### config.mk
export PLATFORM = sky130hd
export DESIGN_NAME = thermistor_table_interpolator_core
export DESIGN_NICKNAME = d
export VERILOG_FILES = /design/src/rtl/tti_pkg.sv /design/src/rtl/thermistor_table_interpolator_core.sv
export SDC_FILE = /design/constraint.sdc
export NUM_CORES = 1
export LEC_CHECK = 0
export ABC_AREA = 1
export BUFFER_PORTS_ARGS = -buffer_cell sky130_fd_sc_hd__clkbuf_2
export CAP_MARGIN = 20
export CORE_ASPECT_RATIO = 0.7
export CORE_UTILIZATION = 40
export CTS_CLUSTER_DIAMETER = 150
export DETAILED_ROUTE_END_ITERATION = 6
export SETUP_SLACK_MARGIN = 0.02
export SYNTH_ARGS = -nofsm -noshare
export SYNTH_HDL_FRONTEND = slang
export SYNTH_SLANG_ARGS = --single-unit
### constraint.sdc
create_clock -name clk -period 5.5 [get_ports clk]
set_input_delay 0 -clock clk [delete_from_list [all_inputs] [get_ports clk]]
set_output_delay 0 -clock clk [all_outputs]
set_load 0.01 [all_outputs]
### src/rtl/tti_pkg.sv
// Package for the thermistor table interpolator: widths, the voltage and
// temperature ROM, and per-segment slope tables. No dependencies.
package tti_pkg;

  localparam int ROM_ROWS     = 13;
  localparam int SEG_COUNT    = ROM_ROWS - 1;
  localparam int TABLE_ROWS_D = 13;

  localparam int MV_W   = 12;
  localparam int TEMP_W = 14;
  localparam int K_W    = $clog2(ROM_ROWS + 1);
  localparam int SEG_W  = $clog2(SEG_COUNT);
  localparam int DX_W   = 7;   // segment voltage span, at most 122 mV
  localparam int QS_W   = 6;   // whole slope per mV, at most 33
  localparam int REM_W  = 14;  // remainder times offset, below 122 * 122
  localparam int DIV_BITS = 7; // fractional quotient stays below 128

  localparam logic [MV_W-1:0] ROM_MV [ROM_ROWS] = '{
    12'd1650, 12'd1590, 12'd1559, 12'd1516, 12'd1459, 12'd1386, 12'd1297,
    12'd1193, 12'd1079, 12'd957,  12'd836,  12'd718,  12'd630
  };

  localparam logic [TEMP_W-1:0] ROM_TEMP [ROM_ROWS] = '{
    14'd0,    14'd2000, 14'd3000, 14'd4000,  14'd5000,  14'd6000, 14'd7000,
    14'd8000, 14'd9000, 14'd10000, 14'd11000, 14'd12000, 14'd12800
  };

  // Segment i spans rows i and i+1: span = mv[i] - mv[i+1],
  // temperature step = slope * span + rem, with rem < span.
  localparam logic [DX_W-1:0] SEG_SPAN [SEG_COUNT] = '{
    7'd60, 7'd31, 7'd43, 7'd57, 7'd73, 7'd89,
    7'd104, 7'd114, 7'd122, 7'd121, 7'd118, 7'd88
  };

  localparam logic [QS_W-1:0] SEG_SLOPE [SEG_COUNT] = '{
    6'd33, 6'd32, 6'd23, 6'd17, 6'd13, 6'd11,
    6'd9,  6'd8,  6'd8,  6'd8,  6'd8,  6'd9
  };

  localparam logic [DX_W-1:0] SEG_REM [SEG_COUNT] = '{
    7'd20, 7'd8,  7'd11, 7'd31, 7'd51, 7'd21,
    7'd64, 7'd88, 7'd24, 7'd32, 7'd56, 7'd8
  };

endpackage

### src/rtl/thermistor_table_interpolator_core.sv
// Thermistor table interpolator top level: ROM search, slope lookup,
// multiply and a pipelined restoring divider. Depends on tti_pkg.
//
// Usage:
//   Input channel: drive in_sense_mv (millivolts) and raise start; the beat
//   is taken at every rising edge where start is high and busy is low.
//   busy is always low, so a new sample may be offered on every cycle.
//   Result channel: out_valid is high for exactly one cycle with
//   out_temperature, one result per accepted sample, in input order.
//   Throughput: one sample per cycle. The depth is set by the seven one-bit
//   stages of the divider that resolves the fractional part of the slope,
//   plus search, lookup, multiply and final add stages.
//   Reset (rst_n low, synchronous) clears all valid bits; samples in flight
//   are dropped and no result appears for them.
//   The receiver cannot stall; results are never held back.
//   TABLE_ROWS (2..13) selects how many leading ROM rows are searched.
module thermistor_table_interpolator_core
  import tti_pkg::*;
#(
  parameter int TABLE_ROWS = TABLE_ROWS_D
) (
  input  logic              clk,
  input  logic              rst_n,
  input  logic              start,
  output logic              busy,
  input  logic [MV_W-1:0]   in_sense_mv,
  output logic              out_valid,
  output logic [TEMP_W-1:0] out_temperature
);

  localparam int LATENCY = 3 + DIV_BITS + 1;
  localparam logic [K_W-1:0] ROWS_K = K_W'(TABLE_ROWS);

  logic accept;
  assign busy   = 1'b0;
  assign accept = start && !busy;

  // ---------------- stage 1: row search ----------------
  logic [K_W-1:0]  k_nxt;
  logic            s1_valid_r;
  logic [MV_W-1:0] s1_mv_r;
  logic [K_W-1:0]  s1_k_r;

  // rows fall in voltage, so the count of rows above the input is the index
  always_comb begin
    k_nxt = '0;
    for (int i = 0; i < TABLE_ROWS; i++) begin
      if (in_sense_mv < ROM_MV[i]) k_nxt = k_nxt + K_W'(1);
    end
  end

  always_ff @(posedge clk) begin
    if (!rst_n) begin
      s1_valid_r <= 1'b0;
    end else begin
      s1_valid_r <= accept;
    end
    s1_mv_r <= in_sense_mv;
    s1_k_r  <= k_nxt;
  end

  // ---------------- stage 2: segment lookup ----------------
  logic               interp;
  logic [K_W-1:0]     row_hi;
  logic [SEG_W-1:0]   seg_idx;
  logic [MV_W-1:0]    dx_full;
  logic [TEMP_W-1:0]  base_nxt;
  logic               s2_valid_r;
  logic [TEMP_W-1:0]  s2_base_r;
  logic [QS_W-1:0]    s2_slope_r;
  logic [DX_W-1:0]    s2_rem_r;
  logic [DX_W-1:0]    s2_span_r;
  logic [DX_W-1:0]    s2_dx_r;

  always_comb begin
    interp  = (s1_k_r != '0) && (s1_k_r < ROWS_K);
    row_hi  = (s1_k_r == '0) ? '0 : s1_k_r - K_W'(1);
    seg_idx = (row_hi > K_W'(SEG_COUNT - 1)) ? SEG_W'(SEG_COUNT - 1)
                                             : row_hi[SEG_W-1:0];
    dx_full = ROM_MV[row_hi] - s1_mv_r;
    if (interp) begin
      base_nxt = ROM_TEMP[row_hi];
    end else if (s1_k_r == '0) begin
      base_nxt = ROM_TEMP[0];
    end else begin
      base_nxt = ROM_TEMP[TABLE_ROWS-1];
    end
  end

  always_ff @(posedge clk) begin
    if (!rst_n) begin
      s2_valid_r <= 1'b0;
    end else begin
      s2_valid_r <= s1_valid_r;
    end
    s2_base_r  <= base_nxt;
    s2_slope_r <= interp ? SEG_SLOPE[seg_idx] : '0;
    s2_rem_r   <= interp ? SEG_REM[seg_idx] : '0;
    s2_span_r  <= interp ? SEG_SPAN[seg_idx] : DX_W'(1);
    s2_dx_r    <= interp ? dx_full[DX_W-1:0] : '0;
  end

  // ---------------- stage 3: multiply ----------------
  // div_*_r[0] is the multiply output; entry s+1 follows divider step s
  logic              div_valid_r [DIV_BITS+1];
  logic [TEMP_W-1:0] div_base_r  [DIV_BITS+1];
  logic [REM_W-1:0]  div_num_r   [DIV_BITS+1];
  logic [DX_W-1:0]   div_span_r  [DIV_BITS+1];
  logic [DIV_BITS-1:0] div_quo_r [DIV_BITS+1];

  logic [TEMP_W-1:0] whole_step;
  logic [REM_W-1:0]  frac_num;

  assign whole_step = TEMP_W'(s2_slope_r) * TEMP_W'(s2_dx_r);
  assign frac_num   = REM_W'(s2_rem_r) * REM_W'(s2_dx_r);

  always_ff @(posedge clk) begin
    if (!rst_n) begin
      div_valid_r[0] <= 1'b0;
    end else begin
      div_valid_r[0] <= s2_valid_r;
    end
    div_base_r[0] <= s2_base_r + whole_step;
    div_num_r[0]  <= frac_num;
    div_span_r[0] <= s2_span_r;
    div_quo_r[0]  <= '0;
  end

  // ---------------- stages 4..: restoring divider, one bit each ----------------
  for (genvar s = 0; s < DIV_BITS; s++) begin : g_div
    localparam int BIT = DIV_BITS - 1 - s;
    logic [REM_W-1:0] trial;
    logic             fits;

    assign trial = REM_W'(div_span_r[s]) << BIT;
    assign fits  = div_num_r[s] >= trial;

    always_ff @(posedge clk) begin
      if (!rst_n) begin
        div_valid_r[s+1] <= 1'b0;
      end else begin
        div_valid_r[s+1] <= div_valid_r[s];
      end
      div_base_r[s+1] <= div_base_r[s];
      div_span_r[s+1] <= div_span_r[s];
      div_num_r[s+1]  <= fits ? div_num_r[s] - trial : div_num_r[s];
      div_quo_r[s+1]  <= div_quo_r[s] | (DIV_BITS'(fits) << BIT);
    end
  end

  // ---------------- output register ----------------
  logic              out_valid_r;
  logic [TEMP_W-1:0] out_temperature_r;

  always_ff @(posedge clk) begin
    if (!rst_n) begin
      out_valid_r <= 1'b0;
    end else begin
      out_valid_r <= div_valid_r[DIV_BITS];
    end
    out_temperature_r <= div_base_r[DIV_BITS] + TEMP_W'(div_quo_r[DIV_BITS]);
  end

  assign out_valid       = out_valid_r;
  assign out_temperature = out_temperature_r;

  // ---------------- assertions ----------------
  a_accept_yields_result: assert property (@(posedge clk) disable iff (!rst_n)
    accept |-> ##LATENCY out_valid)
    else $error("accepted beat produced no result");

  a_result_has_source: assert property (@(posedge clk) disable iff (!rst_n)
    out_valid |-> $past(start, LATENCY))
    else $error("result without a matching input beat");

  a_div_remainder: assert property (@(posedge clk) disable iff (!rst_n)
    div_valid_r[DIV_BITS] |-> (div_num_r[DIV_BITS] < REM_W'(div_span_r[DIV_BITS])))
    else $error("divider remainder not reduced below span");

  a_temp_range: assert property (@(posedge clk) disable iff (!rst_n)
    out_valid |-> (out_temperature <= ROM_TEMP[ROM_ROWS-1]))
    else $error("temperature above table range");

endmodule

==> results.sh, run 1 <==
export IMPL_outcome="finished, final reports clean"
export IMPL_synth_area_top_cells="dfxtp_1 44%, ha_1 11%, nand2_1 8.0%"
export IMPL_skew_ps=19.31
export IMPL_dpl_cell_area_sq_um=17450
export IMPL_seq_area_frac_synth_pct=43.88
export IMPL_drtIter0Drc=612
export IMPL_setup_violations=0
export IMPL_required_ps=5880
export IMPL_synth_ff_type="dfxtp_1"
export IMPL_slew_viol_final=0
export IMPL_avgSynthCellArea_sq_um=8.764
export IMPL_hold_path_depth=6
export IMPL_critical_path_max_stage_delay_ps=560
export IMPL_met3_usage_pct=2.668
export IMPL_cpMostUsedCell="nand2_1"
export IMPL_netlist_area_leader_share_pct=43.88
export IMPL_grt_max_degree=19
export IMPL_synthCells=1874
export IMPL_path_clk_slew_ps=60
export IMPL_route_detailed_drc=0
export IMPL_grt_use_met1_pct=21.20
export IMPL_gr_max_usage_layer="met2"
export IMPL_final_period_utilization_pct=94.18
export IMPL_clockBufferDepth=3
export IMPL_synth_yosys_warnings=0
export IMPL_syn_to_final_growth_pct=14.23
export IMPL_io_buffers=29
export IMPL_ioPinCount=31
export IMPL_fin_cells=2531
export IMPL_path_max_fanout=5
export IMPL_tns_ps=0
export IMPL_dpl_worst_slack_ps=-156.1
export IMPL_drv_cap=0
export IMPL_viasPerCell=4.586
export IMPL_drive_gt1_share_pct=10.67
export IMPL_gp_congestion=0.8670
export IMPL_routed_wl_um=30740
export IMPL_antenna_found_initial=0
export IMPL_dieArea_sq_um=41890
export IMPL_slowest_stage="dlygate4sd3_1"
export IMPL_start_kind="primary input"
export IMPL_antenna_left=0
export IMPL_use_met2_pct=24.00
export IMPL_cts_root_buf="clkbuf_16"
export IMPL_die_h_um=171.5
export IMPL_hold_viol_final=0
export IMPL_place_inst=2457
export IMPL_grt_pass1_vias=11520
export IMPL_crit_path_end_kind="register"
export IMPL_htree_levels=2
export IMPL_start_util_pct=40.99
export IMPL_synth_top_area_cell="dfxtp_1"
export IMPL_dr_total_vias=11610
export IMPL_hpwlAfterDp_um=24250
export IMPL_post_synth_instance_area_sq_um=16420
export IMPL_max_slew_margin_rel_pct=56.20
export IMPL_setup_worst_path_class="in -> reg"
export IMPL_grt_pass1_wl_um=52590
export IMPL_die_width_um=244.2
export IMPL_synthesis_nets=2095
export IMPL_worstMarginPinSlew_ps=656.1
export IMPL_n_antenna_cell=0
export IMPL_fin_nets=2192
export IMPL_grt_overflow=0
export IMPL_synth_cell_type_count=55
export IMPL_r2r_cells=19
export IMPL_setup_ws_ps=320.1
export IMPL_grt_usage_pct=15.18
export IMPL_fin_area_sq_um=18760
export IMPL_crit_arrival_ps=5560
export IMPL_core_area_sq_um=40070
export IMPL_synth_edf_count=0
export IMPL_tritoncts="done"
export IMPL_core_rowCount=61
export IMPL_synth_async_sr_flop_share_pct=0
export IMPL_hp_class="in -> reg"
export IMPL_fmax_ghz=0.1931
export IMPL_cts_made_buffers=35
export IMPL_clk_insertion_delay_late_ps=530
export IMPL_synth_seq_cells=360
export IMPL_dr_pass1_iters=4
export IMPL_period_minus_slack_ps=5180
export IMPL_wire_per_inst_um=12.15
export IMPL_clock_sinks=360
[what timing repair did]
action / 4_1_cts / 5_1_grt
buffers inserted: 0 / 2
setup endpoints to repair: 0 / 3
hold endpoints to repair: 18 / 0
hold buffers: 10 / 0
resized for setup: 0 / 21
[routing by layer]
metal	share of wire, %	vias to the layer above
met5	0	-
met4	1.6	0
met3	5.1	39
met2	42	227
met1	51	5291
li1	-	6049
[placed cells by master, fill, tap and decap left out, drive strengths merged, types with 2 or more instances in the layout]
| cell | synthesis | routed |
|---|---|---|
| a2111oi | 2 | 2 |
| a21oi | 99 | 99 |
| a31oi | 7 | 7 |
| buf | 1 | 40 |
| clkbuf | 18 | 74 |
| clkinv | 2 | 9 |
| clkinvlp | 0 | 2 |
| dfxtp | 360 | 360 |
| dlygate4sd3 | 0 | 10 |
| fa | 63 | 63 |
| ha | 143 | 143 |
| inv | 344 | 351 |
| nand2 | 380 | 380 |
| nand3 | 82 | 82 |
| nand3b | 8 | 8 |
| nand4 | 10 | 10 |
| nor2 | 135 | 135 |
| nor3 | 21 | 21 |
| nor4 | 9 | 9 |
| o211ai | 3 | 3 |
| o21a | 7 | 7 |
| o21ai | 78 | 78 |
| o21bai | 2 | 2 |
| o31ai | 3 | 3 |
| or2 | 12 | 12 |
| xnor2 | 25 | 25 |
| xor2 | 45 | 45 |
[path summary, 6_finish.rpt]
path	start	end	slack, ps
setup / recovery	in_sense_mv[4]	s1_k_r[1]	320
hold / removal	in_sense_mv[3]	s1_k_r[2]	70
setup reg to reg	s2_dx_r[0]	div_base_r[0][13]	630
hold reg to reg	div_base_r[1][37]	div_base_r[1][51]	320
[final cells by class]
class / instances / area, sq um
fill: 3791 / 21310
timing repair buffer: 79 / 549.3
tap: 535 / 669.4
inverter: 346 / 1301
sequential: 360 / 7207
clock buffer: 45 / 953.4
clock inverter: 17 / 160.2
multi-input combinational: 1149 / 7920
[worst max-delay path: cells and delay by family]
kind	cells	cell delay [ps]
AO/OA/AOI/OAI	2	160
adder cells (fa/ha/maj)	5	1290
buffers and inverters	6	910
AND/OR/NAND/NOR	27	3200
[per-stage QoR]
stage                     utilization (%)  hold WS [ps]
final                               46.82         71.11
after global routing                46.82         122.3
after CTS                           46.57         50.16
after detailed placement            43.54         151.8
after global placement              43.54         148.9
after floorplan                         -         27.72
[cells by family after synthesis]
logic type | count (synthesis) | share of synthesized area (%)
AO/OA/AOI/OAI | 209 | 6.971
XOR/XNOR | 71 | 3.870
adder cells (fa/ha/maj) | 206 | 18.57
buffers and inverters | 365 | 8.365
flip-flops | 360 | 43.88
multiplexers | 1 | 0.06856
other | 1 | 0.02283
AND/OR/NAND/NOR | 661 | 18.25
[sequential cells by signal (all words and copies together) (netlist names), 5 cells and up]
signal / cells
div_quo_r: 28
s2_rem_r: 7
s2_base_r: 11
s2_span_r: 7
div_num_r: 98
div_base_r: 112
div_span_r: 49
s2_dx_r: 7
s2_slope_r: 5
div_valid_r: 8
out_temperature: 14
s1_mv_r: 7
[synth_stat cells, types with 2 or more instances]
cell	instances
nor2_2	2
nand3_2	12
nand3_4	2
nand3_1	68
nand2_4	12
o31ai_1	3
inv_1	335
o21bai_1	2
clkinv_1	2
clkbuf_1	18
nand3b_1	8
nand2_2	17
o21ai_0	75
or2_2	11
nand4_1	8
dfxtp_1	360
ha_1	143
nor4_1	9
o21ai_1	2
o211ai_1	3
nor2_1	131
inv_2	9
fa_1	63
a31oi_1	7
a21oi_1	97
a2111oi_0	2
xnor2_1	25
nor3_1	21
o21a_1	7
xor2_1	45
nand2_1	351
Power of run 1 is left out: the tool's default activity adds up to more than one toggle a clock period on the data nets, which glitch-free logic cannot reach.
==> inputs of run 2 (changes only) <==
--- a/config.mk
+++ b/config.mk
@@ -14,2 +14,3 @@
 export DETAILED_ROUTE_END_ITERATION = 6
+export GPL_TIMING_DRIVEN = 0
 export SETUP_SLACK_MARGIN = 0.02
--- a/constraint.sdc
+++ b/constraint.sdc
@@ -3,2 +3,2 @@
 set_output_delay 0 -clock clk [all_outputs]
-set_load 0.01 [all_outputs]
+set_load 0.05 [all_outputs]
==> run 2 against run 1 <==
Against the previous run: final cell count is 0.55% lower; final area hardly changed; die area stayed put; non-clock buffer count is 13 lower; clock skew is 7.3 ps lower; via count is 1.8% lower; sequential share of layout area hardly changed; setup slack better by 100 ps; count of clock-buffer cells in the layout is 3 lower; hold slack worse by 6.4 ps; highest routed layer unchanged.
==> results.sh, run 2 (synthesized netlist as in run 1, its figures left out) <==
export IMPL_outcome="finished, final reports clean"
export IMPL_setup_ws_ps=422.7
export IMPL_hp_class="in -> reg"
export IMPL_io_buffers=29
export IMPL_required_ps=5870
export IMPL_grt_max_degree=17
export IMPL_critPathCapture="s1_k_r[1]"
export IMPL_htree_levels=2
export IMPL_final_period_utilization_pct=92.31
export IMPL_setup_worst_path_class="in -> reg"
export IMPL_clock_sinks=360
export IMPL_final_cell_mix="360 x dfxtp_1, 344 x nand2_1, 335 x inv_1, 142 x ha_1, 128 x nor2_1"
export IMPL_setup_violations=0
export IMPL_slowest_stage="ha_1"
export IMPL_hold_viol_final=0
export IMPL_tritoncts="done"
export IMPL_crit_path_end_kind="register"
export IMPL_path_clk_slew_ps=60
export IMPL_wl_met1_um=15960
export IMPL_clk_insertion_delay_late_ps=520
export IMPL_dr_pass1_iters=5
export IMPL_drv_cap=0
export IMPL_skew_ps=11.96
export IMPL_critical_path_max_stage_delay_ps=300
export IMPL_layout_commonest_cell="dfxtp_1"
export IMPL_gp_congestion=0.8781
export IMPL_antenna_found_initial=0
export IMPL_ioPinCount=31
export IMPL_dpl_worst_slack_ps=-557.7
export IMPL_wl_met2_um=12540
export IMPL_fmax_ghz=0.1970
export IMPL_max_slew_margin_rel_pct=53.83
export IMPL_die_width_um=244.2
export IMPL_core_area_sq_um=40070
export IMPL_slew_viol_final=0
export IMPL_routed_wl_um=30280
export IMPL_cpMostUsedCell="nand2_1"
export IMPL_start_util_pct=40.99
export IMPL_wire_per_inst_um=12.03
export IMPL_worstMarginPinSlew_ps=687.3
export IMPL_grt_pass1_vias=11210
export IMPL_top_regs="div_base_r x112, div_num_r x98, div_span_r x49"
export IMPL_drtIter0Drc=659
export IMPL_dr_total_vias=11400
export IMPL_r2r_cells=20
export IMPL_final_util_pct=46.78
export IMPL_cts_made_buffers=34
export IMPL_syn_to_final_growth_pct=14.13
export IMPL_crit_arrival_ps=5440
export IMPL_start_kind="primary input"
export IMPL_grt_overflow=0
export IMPL_viasPerCell=4.530
export IMPL_grt_usage_pct=15.15
export IMPL_crit_cells=42
export IMPL_grt_pass1_wl_um=52650
export IMPL_largest_register_ffs=112
export IMPL_hpwlAfterDp_um=23670
export IMPL_dieArea_sq_um=41890
export IMPL_r2r_start="s2_dx_r[0]"
export IMPL_path_max_fanout=6
export IMPL_wl_met3_um=1303
export IMPL_clockBufferDepth=3
export IMPL_cts_root_buf="clkbuf_16"
export IMPL_period_minus_slack_ps=5077
export IMPL_crit_buf_inv=5
export IMPL_highest_layer="met4"
export IMPL_top_register="div_base_r"
export IMPL_crit_start="in_sense_mv[8]"
export IMPL_die_h_um=171.5
export IMPL_antenna_left=0
export IMPL_drive_gt1_share_pct=9.541
export IMPL_cp_top_family="simple AND/OR/NAND/NOR gates"
export IMPL_r2r_end="div_base_r[0][13]"
export IMPL_core_rowCount=61
export IMPL_fin_nets=2178
export IMPL_rsz0062_at_grt="yes"
export IMPL_route_detailed_drc=0
export IMPL_rrSetupSlack_ps=540
==> run 2: cell count changes in the layout (fill, tap and decap cells not counted), sizes merged <==
cell / previous run / this run
bufinv: 1 / 7
inv: 351 / 347
diode: 0 / 1
clkinvlp: 2 / 1
buf: 40 / 11
clkbuf: 74 / 87
==> run 2: worst min path at each step <==
stage              startpoint         end  slack, ps  cells past startpoint
3_3_place_gp   in_sense_mv[0]  s1_mv_r[0]        140                      1
5_1_grt        in_sense_mv[7]   s1_k_r[2]        100                      6
4_1_cts        in_sense_mv[7]   s1_k_r[2]         50                      6
6_report       in_sense_mv[7]   s1_k_r[2]         60                      6
2_1_floorplan  in_sense_mv[0]  s1_mv_r[0]         30                      0
3_5_place_dp   in_sense_mv[0]  s1_mv_r[0]        150                      1
==> run 2: through the flow <==
| step | instances | cell area, sq um | setup TNS (ps) | hold slack [ps] |
|---|---|---|---|---|
| CTS | 2508 | 18590 | 0 | 49.30 |
| finish | 2517 | 18740 | 0 | 64.70 |
| detailed placement | 2438 | 17240 | -1275 | 154.2 |
| global route | 2516 | 18740 | -18.61 | 100.9 |
| floorplan | 1874 | 16420 | 0 | 27.72 |
| global placement | 2438 | 17240 | -1022 | 140.1 |
==> run 2: layout make-up <==
type / instances / area (sq um)
fillers: 3803 / 21330
multi-input cells: 1149 / 7953
flip-flops and latches: 360 / 7207
inverters: 346 / 1301
clock buffers: 42 / 932.1
well taps: 535 / 669.4
repair buffers: 47 / 307.8
clock inverters: 18 / 294.0
plain buffers: 19 / 77.57
diodes: 1 / 2.502
==> run 2: what timing repair did <==
item / 4_1_cts / 5_1_grt
hold endpoints to repair: 18 / 0
gates cloned: 0 / 0
setup endpoints to repair: 1 / 4
hold buffers: 10 / 0
pin swaps: 1 / 11
buffers inserted: 0 / 8
resized for setup: 4 / 32
==> run 2: routing by layer <==
layer / track usage [%] / vias up
met5: 0 / -
met4: 3.478 / 0
met3: 2.403 / 41
met2: 23.69 / 175
met1: 21.86 / 5176
li1: - / 6010
==> run 2: tightest hold or removal path: cells and delay by family <==
family | cells | cell delay (ps)
compound gates | 1 | 80
xor+xnor | 1 | 70
buf+inv | 1 | 160
simple gates | 3 | 210
Power of run 2 is left out for the same reason.
